`src/hdl/mmft_pkg.sv`:
```
// Package with shared types and constants for the flight timer bank.
package mmft_pkg;

  typedef enum logic [2:0] {
    S_IDLE,
    S_LOAD,
    S_NV0,
    S_NV1,
    S_NV2,
    S_EMIT,
    S_RESET
  } seq_t;

  localparam int CFG_TIMERS = 2;
  localparam int CFG_ADDR_W = 3;
  localparam int CFG_DATA_W = 15;

  localparam int IN_DATA_W  = 24;
  localparam int OUT_DATA_W = 24;

  localparam int IDX_BIT  = 0;
  localparam int TICK_LSB = 1;
  localparam int THR_LSB  = 9;
  localparam int EN_BIT   = 17;
  localparam int SW_LSB   = 18;

  localparam int SEC_W   = 16;
  localparam int ACC_W   = 9;
  localparam int SUM_W   = 32;
  localparam int CNT_W   = 16;
  localparam int START_W = 15;
  localparam int MODE_W  = 3;
  localparam int KIND_W  = 2;
  localparam int TICK_W  = 8;
  localparam int THR_W   = 8;
  localparam int SW_W    = 2;
  localparam int FULL_SHIFT = 7;

  localparam logic [ACC_W-1:0] CENTI_PER_SEC = 9'd100;
  localparam logic [ACC_W-1:0] ACC_MAX       = 9'd511;
  localparam logic [THR_W-1:0] THR_TRIGGER   = 8'd13;

  localparam logic OP_TICK  = 1'b0;
  localparam logic OP_RESET = 1'b1;

  localparam logic [1:0] REG_MODE   = 2'd0;
  localparam logic [1:0] REG_START  = 2'd1;
  localparam logic [1:0] REG_KIND   = 2'd2;
  localparam logic [1:0] REG_MINUTE = 2'd3;

  localparam logic [MODE_W-1:0] MODE_OFF    = 3'd0;
  localparam logic [MODE_W-1:0] MODE_ABS    = 3'd1;
  localparam logic [MODE_W-1:0] MODE_THR    = 3'd2;
  localparam logic [MODE_W-1:0] MODE_REL    = 3'd3;
  localparam logic [MODE_W-1:0] MODE_TRIG   = 3'd4;
  localparam logic [MODE_W-1:0] MODE_SWITCH = 3'd5;

  localparam logic [1:0] RS_OFF  = 2'd0;
  localparam logic [1:0] RS_RUN  = 2'd1;
  localparam logic [1:0] RS_NEG  = 2'd2;
  localparam logic [1:0] RS_STOP = 2'd3;

  localparam logic [2:0] AN_NONE    = 3'd0;
  localparam logic [2:0] AN_ZERO    = 3'd1;
  localparam logic [2:0] AN_THIRTY  = 3'd2;
  localparam logic [2:0] AN_TWENTY  = 3'd3;
  localparam logic [2:0] AN_UNDER10 = 3'd4;
  localparam logic [2:0] AN_MINUTE  = 3'd5;

endpackage

```
`src/hdl/multi_mode_flight_timer.sv`:
```
// Top level of the flight timer bank: config registers, sequencer and shared adder.
//
// Channels: the s_ side takes requests. s_tuser is the op (0 tick, 1 reset one
// timer); s_tdata holds the timer index, tick count, throttle level, throttle
// enable and switch bits. The m_ side returns one result per timer for a tick
// request, in timer order, or one result for a reset request; m_tlast marks
// the final result of a request. A reset request naming a missing timer
// returns nothing. Config registers, written through cfg_we/cfg_addr/
// cfg_wdata, must be written only while the bank is idle (not enforced).
// Flow: one request is worked on at a time and s_tready is high only when
// the sequencer is idle. A tick request is accepted and then works on each
// timer in turn: a load step, then, when a second elapses, three passes
// through the shared 16-bit adder, then a result step. A reset request
// passes through a reset step and then a result step. The result register
// is free again once taken; a stalled receiver holds the sequencer at its
// result step, and a new request can be accepted while the last result of
// the previous one still waits.
// Reset: timers off with zero value and counters, config zeroed, sequencer idle, m_tvalid low.
module multi_mode_flight_timer #(
  parameter int NUM_TIMERS       = 2,
  parameter int VALUE_HIGH_LIMIT = 32757,
  parameter int VALUE_LOW_LIMIT  = -32758,
  parameter int ALERT_WINDOW     = 60
) (
  input  logic                             clk,
  input  logic                             rst,
  input  logic                             cfg_we,
  input  logic [mmft_pkg::CFG_ADDR_W-1:0]  cfg_addr,
  input  logic [mmft_pkg::CFG_DATA_W-1:0]  cfg_wdata,
  input  logic                             s_tvalid,
  output logic                             s_tready,
  // timer_index[0], tick_count[8:1], throttle_level[16:9], throttle_enable[17],
  // switch_bits[19:18], zeros[23:20]
  input  logic [mmft_pkg::IN_DATA_W-1:0]   s_tdata,
  // op[0]
  input  logic                             s_tuser,
  output logic                             m_tvalid,
  input  logic                             m_tready,
  // which_timer[0], timer_value[16:1], run_state[18:17], announce[21:19],
  // beep_kind[23:22]
  output logic [mmft_pkg::OUT_DATA_W-1:0]  m_tdata,
  output logic                             m_tlast
);
  import mmft_pkg::*;

  localparam int TW = (NUM_TIMERS > 1) ? $clog2(NUM_TIMERS) : 1;
  localparam logic [TW-1:0] LAST_T = TW'(NUM_TIMERS - 1);
  localparam logic signed [SEC_W-1:0] HI_LIM = SEC_W'(VALUE_HIGH_LIMIT);
  localparam logic signed [SEC_W-1:0] LO_LIM = SEC_W'(VALUE_LOW_LIMIT);
  localparam logic [17:0] ALERT = 18'(ALERT_WINDOW);

  logic [MODE_W-1:0]  cfg_mode   [CFG_TIMERS];
  logic [START_W-1:0] cfg_start  [CFG_TIMERS];
  logic [KIND_W-1:0]  cfg_kind   [CFG_TIMERS];
  logic               cfg_minute [CFG_TIMERS];

  logic [1:0]              t_state [NUM_TIMERS];
  logic signed [SEC_W-1:0] t_sec   [NUM_TIMERS];
  logic [ACC_W-1:0]        t_acc   [NUM_TIMERS];
  logic [SUM_W-1:0]        t_sum   [NUM_TIMERS];
  logic [CNT_W-1:0]        t_cnt   [NUM_TIMERS];

  seq_t          seq, seq_next;
  logic [TW-1:0] cur, cur_next;

  logic              in_reset_op;
  logic [TICK_W-1:0] in_tick;
  logic [THR_W-1:0]  in_thr;
  logic [SW_W-1:0]   in_sw;

  logic [1:0]              w_state;
  logic signed [SEC_W-1:0] w_sec;
  logic signed [SEC_W-1:0] w_nv;
  logic [ACC_W-1:0]        w_acc;
  logic [SUM_W-1:0]        w_sum;
  logic [CNT_W-1:0]        w_cnt;
  logic                    w_upd;
  logic                    w_inc;
  logic [2:0]              w_ann;

  logic              o_which;
  logic [SEC_W-1:0]  o_sec;
  logic [1:0]        o_state;
  logic [2:0]        o_ann;
  logic [KIND_W-1:0] o_kind;
  logic              o_last;

  logic               cfg_here;
  logic [MODE_W-1:0]  cur_mode;
  logic [START_W-1:0] cur_start;
  logic [KIND_W-1:0]  cur_kind;
  logic               cur_minute;
  logic               start_nz;
  logic               mode_valid;

  logic               start_run;
  logic [1:0]         ld_state;
  logic [SUM_W-1:0]   ld_sum;
  logic [CNT_W-1:0]   ld_cnt;
  logic [SUM_W:0]     sum_ext;
  logic [ACC_W:0]     acc_ext;
  logic [ACC_W-1:0]   ld_acc;
  logic               sec_due;

  logic [SUM_W-1:0]   rel_thresh;
  logic               rel_hit;
  logic               trig_hit;
  logic               inc_now;

  logic [SEC_W-1:0]   alu_a, alu_b, alu_y;
  logic               alu_sub;

  logic [17:0]        nv_x, start_x;
  logic               ge_start, ge_alert;

  logic [5:0]         dsum;
  logic [6:0]         dadj;
  logic               div60;
  logic               chg;
  logic [2:0]         ann;
  logic               out_free;
  logic               emit_fire;
  logic               last_item;

  // Configuration registers
  always_ff @(posedge clk) begin
    if (rst) begin
      for (int i = 0; i < CFG_TIMERS; i++) begin
        cfg_mode[i]   <= MODE_OFF;
        cfg_start[i]  <= '0;
        cfg_kind[i]   <= '0;
        cfg_minute[i] <= 1'b0;
      end
    end else if (cfg_we) begin
      case (cfg_addr[2:1])
        REG_MODE:   cfg_mode[cfg_addr[0]]   <= cfg_wdata[MODE_W-1:0];
        REG_START:  cfg_start[cfg_addr[0]]  <= cfg_wdata[START_W-1:0];
        REG_KIND:   cfg_kind[cfg_addr[0]]   <= cfg_wdata[KIND_W-1:0];
        REG_MINUTE: cfg_minute[cfg_addr[0]] <= cfg_wdata[0];
        default: ;
      endcase
    end
  end

  assign cfg_here   = (int'(cur) < CFG_TIMERS);
  assign cur_mode   = cfg_here ? cfg_mode[cur[0]] : MODE_OFF;
  assign cur_start  = cfg_here ? cfg_start[cur[0]] : '0;
  assign cur_kind   = cfg_here ? cfg_kind[cur[0]] : '0;
  assign cur_minute = cfg_here ? cfg_minute[cur[0]] : 1'b0;
  assign start_nz   = (cur_start != '0);

  always_comb begin
    case (cur_mode) inside
      [MODE_ABS:MODE_SWITCH]: mode_valid = 1'b1;
      default:                mode_valid = 1'b0;
    endcase
  end

  // Load step: start the timer, update averages and the centisecond accumulator
  always_comb begin
    start_run = mode_valid && (t_state[cur] == RS_OFF) && (cur_mode != MODE_TRIG);
    ld_state  = start_run ? RS_RUN : t_state[cur];
    ld_sum    = start_run ? '0 : t_sum[cur];
    ld_cnt    = start_run ? '0 : t_cnt[cur];
    sum_ext   = {1'b0, ld_sum} + {{(SUM_W + 1 - THR_W){1'b0}}, in_thr};
    if (cur_mode == MODE_REL) begin
      ld_sum = sum_ext[SUM_W] ? '1 : sum_ext[SUM_W-1:0];
      ld_cnt = (ld_cnt == '1) ? ld_cnt : ld_cnt + 1'b1;
    end
    acc_ext = {1'b0, t_acc[cur]} + {{(ACC_W + 1 - TICK_W){1'b0}}, in_tick};
    ld_acc  = acc_ext[ACC_W] ? ACC_MAX : acc_ext[ACC_W-1:0];
    sec_due = (ld_acc >= CENTI_PER_SEC) && (t_sec[cur] != HI_LIM) && (t_sec[cur] != LO_LIM);
  end

  // Second step: decide whether the timer advances
  always_comb begin
    rel_thresh = {{(SUM_W - CNT_W - FULL_SHIFT){1'b0}}, w_cnt, {FULL_SHIFT{1'b0}}};
    rel_hit    = (cur_mode == MODE_REL) && (w_cnt != '0) && (w_sum >= rel_thresh);
    trig_hit   = (cur_mode == MODE_TRIG) && (in_thr > THR_TRIGGER) && (w_state == RS_OFF);
    case (cur_mode)
      MODE_ABS:    inc_now = 1'b1;
      MODE_THR:    inc_now = (in_thr != '0);
      MODE_REL:    inc_now = rel_hit;
      MODE_TRIG:   inc_now = trig_hit || (w_state != RS_OFF);
      MODE_SWITCH: inc_now = (int'(cur) < SW_W) && in_sw[cur[0]];
      default:     inc_now = 1'b0;
    endcase
  end

  // Shared 16-bit adder
  always_comb begin
    alu_a   = {1'b0, cur_start};
    alu_b   = w_nv;
    alu_sub = 1'b1;
    case (seq)
      S_NV0: begin
        alu_b = w_sec;
      end
      S_NV1: begin
        alu_a   = w_nv;
        alu_b   = {{(SEC_W - 1){1'b0}}, w_inc};
        alu_sub = 1'b0;
      end
      default: ;
    endcase
    alu_y = alu_sub ? alu_a - alu_b : alu_a + alu_b;
  end

  assign nv_x     = {{2{w_nv[SEC_W-1]}}, w_nv};
  assign start_x  = {3'b000, cur_start};
  assign ge_start = ($signed(nv_x) >= $signed(start_x));
  assign ge_alert = ($signed(nv_x) >= $signed(start_x + ALERT));

  // Whole minute test: divisible by 4 and, by hex digit sum, by 15
  always_comb begin
    dsum = 6'(w_nv[3:0]) + 6'(w_nv[7:4]) + 6'(w_nv[11:8]) + 6'(w_nv[15:12]);
    dadj = 7'(dsum) + 7'd15 - 7'(w_nv[SEC_W-1]);
    case (dadj) inside
      7'd15, 7'd30, 7'd45, 7'd60, 7'd75: div60 = (w_nv[1:0] == 2'b00);
      default:                          div60 = 1'b0;
    endcase
  end

  always_comb begin
    chg = w_upd && (w_nv != w_sec);
    ann = w_ann;
    if (chg && (w_state == RS_RUN)) begin
      if ((cur_kind != '0) && start_nz) begin
        if (w_nv == 16'sd30) begin
          ann = AN_THIRTY;
        end else if (w_nv == 16'sd20) begin
          ann = AN_TWENTY;
        end else if (w_nv <= 16'sd10) begin
          ann = AN_UNDER10;
        end
      end
      if ((ann == AN_NONE) && cur_minute && div60) begin
        ann = AN_MINUTE;
      end
    end
  end

  assign out_free  = !m_tvalid || m_tready;
  assign emit_fire = (seq == S_EMIT) && out_free;
  assign last_item = in_reset_op || (cur == LAST_T);
  assign s_tready  = (seq == S_IDLE);

  always_ff @(posedge clk) begin
    if (rst) begin
      seq <= S_IDLE;
      cur <= '0;
    end else begin
      seq <= seq_next;
      cur <= cur_next;
    end
  end

  always_comb begin
    seq_next = seq;
    cur_next = cur;
    case (seq)
      S_IDLE: begin
        if (s_tvalid) begin
          if (s_tuser == OP_RESET) begin
            if (int'(s_tdata[IDX_BIT]) < NUM_TIMERS) begin
              seq_next = S_RESET;
              cur_next = TW'(s_tdata[IDX_BIT]);
            end
          end else begin
            seq_next = S_LOAD;
            cur_next = '0;
          end
        end
      end
      S_LOAD:  seq_next = (mode_valid && sec_due) ? S_NV0 : S_EMIT;
      S_NV0:   seq_next = S_NV1;
      S_NV1:   seq_next = S_NV2;
      S_NV2:   seq_next = S_EMIT;
      S_RESET: seq_next = S_EMIT;
      S_EMIT: begin
        if (out_free) begin
          if (last_item) begin
            seq_next = S_IDLE;
          end else begin
            seq_next = S_LOAD;
            cur_next = cur + 1'b1;
          end
        end
      end
      default: seq_next = S_IDLE;
    endcase
  end

  // Request capture and working registers
  always_ff @(posedge clk) begin
    case (seq)
      S_IDLE: begin
        in_reset_op <= s_tuser;
        in_tick     <= s_tdata[TICK_LSB +: TICK_W];
        in_thr      <= s_tdata[EN_BIT] ? s_tdata[THR_LSB +: THR_W] : '0;
        in_sw       <= s_tdata[SW_LSB +: SW_W];
      end
      S_LOAD: begin
        w_sec <= t_sec[cur];
        w_nv  <= t_sec[cur];
        w_ann <= AN_NONE;
        w_inc <= 1'b0;
        if (mode_valid) begin
          w_state <= ld_state;
          w_sum   <= ld_sum;
          w_cnt   <= ld_cnt;
          w_acc   <= sec_due ? ld_acc - CENTI_PER_SEC : ld_acc;
          w_upd   <= sec_due;
        end else begin
          w_state <= t_state[cur];
          w_sum   <= t_sum[cur];
          w_cnt   <= t_cnt[cur];
          w_acc   <= t_acc[cur];
          w_upd   <= 1'b0;
        end
      end
      S_NV0: begin
        w_nv  <= start_nz ? $signed(alu_y) : w_sec;
        w_inc <= inc_now;
        if (rel_hit) begin
          w_sum <= w_sum - rel_thresh;
        end
        if (cur_mode == MODE_REL) begin
          w_cnt <= '0;
        end
        if (trig_hit) begin
          w_state <= RS_RUN;
          w_sum   <= '0;
          w_cnt   <= '0;
        end
      end
      S_NV1: begin
        w_nv <= $signed(alu_y);
      end
      S_NV2: begin
        if (w_state == RS_RUN) begin
          if (start_nz && ge_start) begin
            w_state <= RS_NEG;
            w_ann   <= AN_ZERO;
          end
        end else if (w_state == RS_NEG) begin
          if (ge_alert) begin
            w_state <= RS_STOP;
          end
        end
        if (start_nz) begin
          w_nv <= $signed(alu_y);
        end
      end
      S_RESET: begin
        w_state <= RS_OFF;
        w_sec   <= $signed({1'b0, cur_start});
        w_nv    <= $signed({1'b0, cur_start});
        w_acc   <= '0;
        w_sum   <= t_sum[cur];
        w_cnt   <= t_cnt[cur];
        w_upd   <= 1'b0;
        w_inc   <= 1'b0;
        w_ann   <= AN_NONE;
      end
      default: ;
    endcase
  end

  // Timer state write-back
  always_ff @(posedge clk) begin
    if (rst) begin
      for (int i = 0; i < NUM_TIMERS; i++) begin
        t_state[i] <= RS_OFF;
        t_sec[i]   <= '0;
        t_acc[i]   <= '0;
        t_sum[i]   <= '0;
        t_cnt[i]   <= '0;
      end
    end else if (emit_fire) begin
      t_state[cur] <= w_state;
      t_sec[cur]   <= w_upd ? w_nv : w_sec;
      t_acc[cur]   <= w_acc;
      t_sum[cur]   <= w_sum;
      t_cnt[cur]   <= w_cnt;
    end
  end

  // Result register
  always_ff @(posedge clk) begin
    if (rst) begin
      m_tvalid <= 1'b0;
    end else if (emit_fire) begin
      m_tvalid <= 1'b1;
    end else if (m_tready) begin
      m_tvalid <= 1'b0;
    end
  end

  always_ff @(posedge clk) begin
    if (emit_fire) begin
      o_which <= cur[0];
      o_sec   <= w_upd ? w_nv : w_sec;
      o_state <= w_state;
      o_ann   <= ann;
      o_kind  <= (ann != AN_NONE) ? cur_kind : '0;
      o_last  <= last_item;
    end
  end

  assign m_tdata = {o_kind, o_ann, o_state, o_sec, o_which};
  assign m_tlast = o_last;

  a_tick_starts_at_first: assert property (@(posedge clk) disable iff (rst)
    s_tvalid && s_tready && (s_tuser == OP_TICK) |=> (seq == S_LOAD) && (cur == '0))
    else $error("tick request did not start at the first timer");

  a_cur_in_range: assert property (@(posedge clk) disable iff (rst)
    (seq != S_IDLE) |-> (int'(cur) < NUM_TIMERS))
    else $error("timer cursor out of range");

  a_off_is_silent: assert property (@(posedge clk) disable iff (rst)
    m_tvalid && (o_state == RS_OFF) |-> (o_ann == AN_NONE))
    else $error("announcement from a timer that is off");

  a_zero_enters_alert: assert property (@(posedge clk) disable iff (rst)
    m_tvalid && (o_ann == AN_ZERO) |-> (o_state == RS_NEG))
    else $error("zero reached without entering the alert window");

  a_kind_only_with_announce: assert property (@(posedge clk) disable iff (rst)
    m_tvalid && (o_ann == AN_NONE) |-> (o_kind == '0))
    else $error("beep kind without announcement");

endmodule

```
`config.mk`:
```
export PLATFORM = sky130hd
export DESIGN_NAME = multi_mode_flight_timer
export DESIGN_NICKNAME = d
export VERILOG_FILES = /design/src/hdl/mmft_pkg.sv /design/src/hdl/multi_mode_flight_timer.sv
export SDC_FILE = /design/constraint.sdc
export NUM_CORES = 1
export LEC_CHECK = 0
export BUFFER_PORTS_ARGS = -buffer_cell sky130_fd_sc_hd__buf_4
export CORE_AREA = 2 2 202 204
export DETAILED_ROUTE_END_ITERATION = 7
export DIE_AREA = 0 0 204 206
export PLACE_DENSITY = 0.72
export SLEW_MARGIN = 40
export SYNTH_ARGS = -nofsm -noshare
export SYNTH_HDL_FRONTEND = slang
export SYNTH_SLANG_ARGS = --single-unit
export TNS_END_PERCENT = 100
```
`constraint.sdc`:
```
create_clock -name clk -period 16 [get_ports clk]
set_input_delay 0.8 -clock clk [delete_from_list [all_inputs] [get_ports clk]]
set_output_delay 0.8 -clock clk [all_outputs]
set_load 0.005 [all_outputs]
```
==> flow_summary.json <==
{
  "status": "finished, final reports clean",
  "via_count": 17300,
  "clockRootBuffer": "clkbuf_16",
  "min_period_over_period_pct": 37.0,
  "setup_viol": 0,
  "power.share.switching_pct": 42.7,
  "drc_errors": 0,
  "maxCapViolations": 0,
  "grt_overflow": 0,
  "combPwrFrac_pct": 50.1,
  "cts_tree": "yes",
  "pin_count": 75,
  "rsz0062_at_grt": "false",
  "drv_slew": 0,
  "reg2reg_depth": 14,
  "chipWidth_um": 204,
  "worst_pin_slew_ns": 0.885,
  "irDropWorstVdd_uv": 193,
  "track_usage_pct": 29.8,
  "clkLatencyLatePin_ns": 0.56,
  "wl_per_cell_um": 23.0,
  "cts_resized": 0,
  "path_class": "reg -> reg",
  "synth_top_flop_cell": "edfxtp_1",
  "die-area_mm2": 0.0420,
  "syn_avg_cell_area_um2": 10.3,
  "synth_cell_types": 102,
  "arrival_ns": 6.17,
  "yosysTopAreaCellShare_pct": 45.5,
  "cts_setup_buffers": 0,
  "start_kind": "register",
  "htree_levels": 2,
  "synth_nets": 2270,
  "synthesis.instances": 2113,
  "clk_pin_slew_worst_paths_ns": 0.06,
  "place_inst": 2640,
  "antenna_found_initial": 0,
  "pwr-share-seq_pct": 30.6,
  "drt_iter0_drc": 1896,
  "netlist_area_mm2": 0.0218,
  "hpwl_mm": 43.1,
  "n_antenna_cell": 0,
  "period_needed_ns": 5.92,
  "clock_sinks": 336,
  "totalWireLength_mm": 62.3,
  "synthArstFlopShare_pct": 0,
  "p_sw_uw": 1980,
  "gp_congestion": 0.956,
  "grt_pass1_wl_mm": 96.4,
  "holdWs_ns": 0.418,
  "cts_made_buffers": 38,
  "leakagePower_uw": 0.00921,
  "num_rows": 74,
  "first_global_vias": 17100,
  "post-route-util_pct": 59.9,
  "layout.nets": 2305,
  "drtPass1Iterations": 6,
  "min_path_type": "in -> reg",
  "finalHoldViolCount": 0,
  "syn2layout_area_growth_pct": 10.5,
  "instances_no_fill": 2709,
  "grt_max_degree": 64,
  "slew_headroom_pct": 41.0,
  "synth_area_leaders": "edfxtp_1 (46%), ha_1 (5.6%), mux2i_1 (4.8%)",
  "yosys_warnings": 0,
  "die_h_um": 206,
  "via_per_inst": 6.40,
  "start_util_pct": 54.2,
  "finalClockSkew_ns": 0.0151,
  "internal_power_uw": 2650,
  "port_buffers": 70,
  "cp.required_ns": 16.26,
  "max_freq_mhz": 169,
  "pwr-share-clk_pct": 19.4,
  "synth_top_area_cell": "edfxtp_1",
  "clockBufferDepth": 3,
  "whs_path_depth": 1,
  "drive_gt1_share_pct": 11.8,
  "synth_seq_cells": 336,
  "postCtsHoldBufs": 0,
  "core_mm2": 0.0402,
  "endpoint_kind": "register",
  "fillers": 3393,
  "power_density_mw_per_mm2": 192,
  "seq_area_frac_synth_pct": 46.1,
  "cp_max_fo": 56,
  "drtAntennaViolNets": 0,
  "finalSetupTns_ns": 0,
  "synth-edff-count": 330
}
==> final timing paths <==
kind	start	end	slack, ns
setup reg to reg	register	w_sum[28]	10.08
hold reg to reg	w_acc[4]	t_acc[0][4]	0.54
hold / removal	s_tdata[8]	in_tick[7]	0.42
setup / recovery	register	w_sum[28]	10.08
==> flip-flops by register name, summed over array words and instances (netlist names), 16 cells and up, named ones only <==
register / count
w_cnt: 16
t_sec: 32
w_sum: 32
t_acc: 18
w_sec: 16
cfg_start: 30
t_sum: 64
w_nv: 16
o_sec: 16
t_cnt: 32
==> critical path: stages, from the launching register on <==
cell	delay (ns)
dfxtp_4	0.63
buf_4	0.68
nor2_1	0.18
a31oi_1	0.51
a21oi_4	0.21
nor2_1	0.19
ha_1	0.29
nor2b_1	0.16
o31a_1	0.30
o311ai_1	0.65
nor4_4	0.20
a21oi_2	0.75
nor2_1	0.30
nor2_1	0.35
o221ai_1	0.16
==> per-stage QoR <==
step	setup WS (ns)	total power (uW)	instance area (um^2)
2_1_floorplan	10.72	3050	21800
3_3_place_gp	10.25	3620	22700
3_5_place_dp	10.10	3680	22800
4_1_cts	10.08	4600	24100
5_1_grt	9.82	4910	24100
6_report	10.08	4630	24100
==> cells in the mapped netlist (44+ instances only) <==
| master | count |
|---|---|
| edfxtp_1 | 330 |
| ha_1 | 97 |
| and3_1 | 50 |
| a21oi_1 | 137 |
| nand2_1 | 125 |
| and2_1 | 91 |
| mux2i_1 | 104 |
| inv_1 | 98 |
| nor2_1 | 212 |
| o21ai_0 | 100 |
| xor2_1 | 50 |
| nor3_1 | 44 |
| xnor2_1 | 55 |
| clkbuf_1 | 76 |
==> layout by cell type, fill, tap and decap left out, types with 55 or more instances in the layout <==
master	synthesis	final
o21ai_0	100	98
inv_1	98	98
xnor2_1	55	55
buf_4	8	102
mux2i_1	104	101
and2_1	91	91
a21oi_1	137	134
edfxtp_1	330	330
nor2_1	212	206
ha_1	97	97
nand2_1	125	120
==> layout make-up <==
| class | count | area [um^2] | area share, % |
|---|---|---|---|
| multi-input combinational | 1569 | 10900 | 45.4 |
| sequential | 336 | 10000 | 41.7 |
| clock buffer | 48 | 1080 | 4.50 |
| timing repair buffer | 105 | 800 | 3.32 |
| tap | 532 | 666 | 2.77 |
| inverter | 98 | 368 | 1.53 |
| clock inverter | 21 | 190 | 0.790 |
==> layer usage <==
layer | up-vias | wire, um | global-route usage [%]
met4 | 0 | 2380 | 12.0
met5 | - | 0 | 0
met3 | 161 | 5120 | 4.54
met1 | 8346 | 25200 | 38.8
li1 | 7952 | - | -
met2 | 870 | 29600 | 50.1
==> cell families (layout without fill, tap and decap cells) <==
family / Yosys count / count (layout) / share of synthesized area (%)
AO/OA/AOI/OAI: 494 / 494 / 15.0
XOR/XNOR: 105 / 105 / 4.22
adder cells (fa/ha/maj): 109 / 109 / 6.68
buffers and inverters: 208 / 272 / 4.17
flip-flops: 336 / 336 / 46.1
multiplexers: 136 / 136 / 6.47
AND/OR/NAND/NOR: 725 / 725 / 17.4
==> power by group through the flow <==
stage / Combinational [uW] / Sequential (uW) / Clock, uW
after floorplan: 1730 / 1320 / 0
after global placement: 2190 / 1430 / 0
after detailed placement: 2260 / 1430 / 0
after CTS: 2280 / 1410 / 906
after global routing: 2540 / 1430 / 935
final: 2320 / 1420 / 897
(Power assumes the default switching activity.)
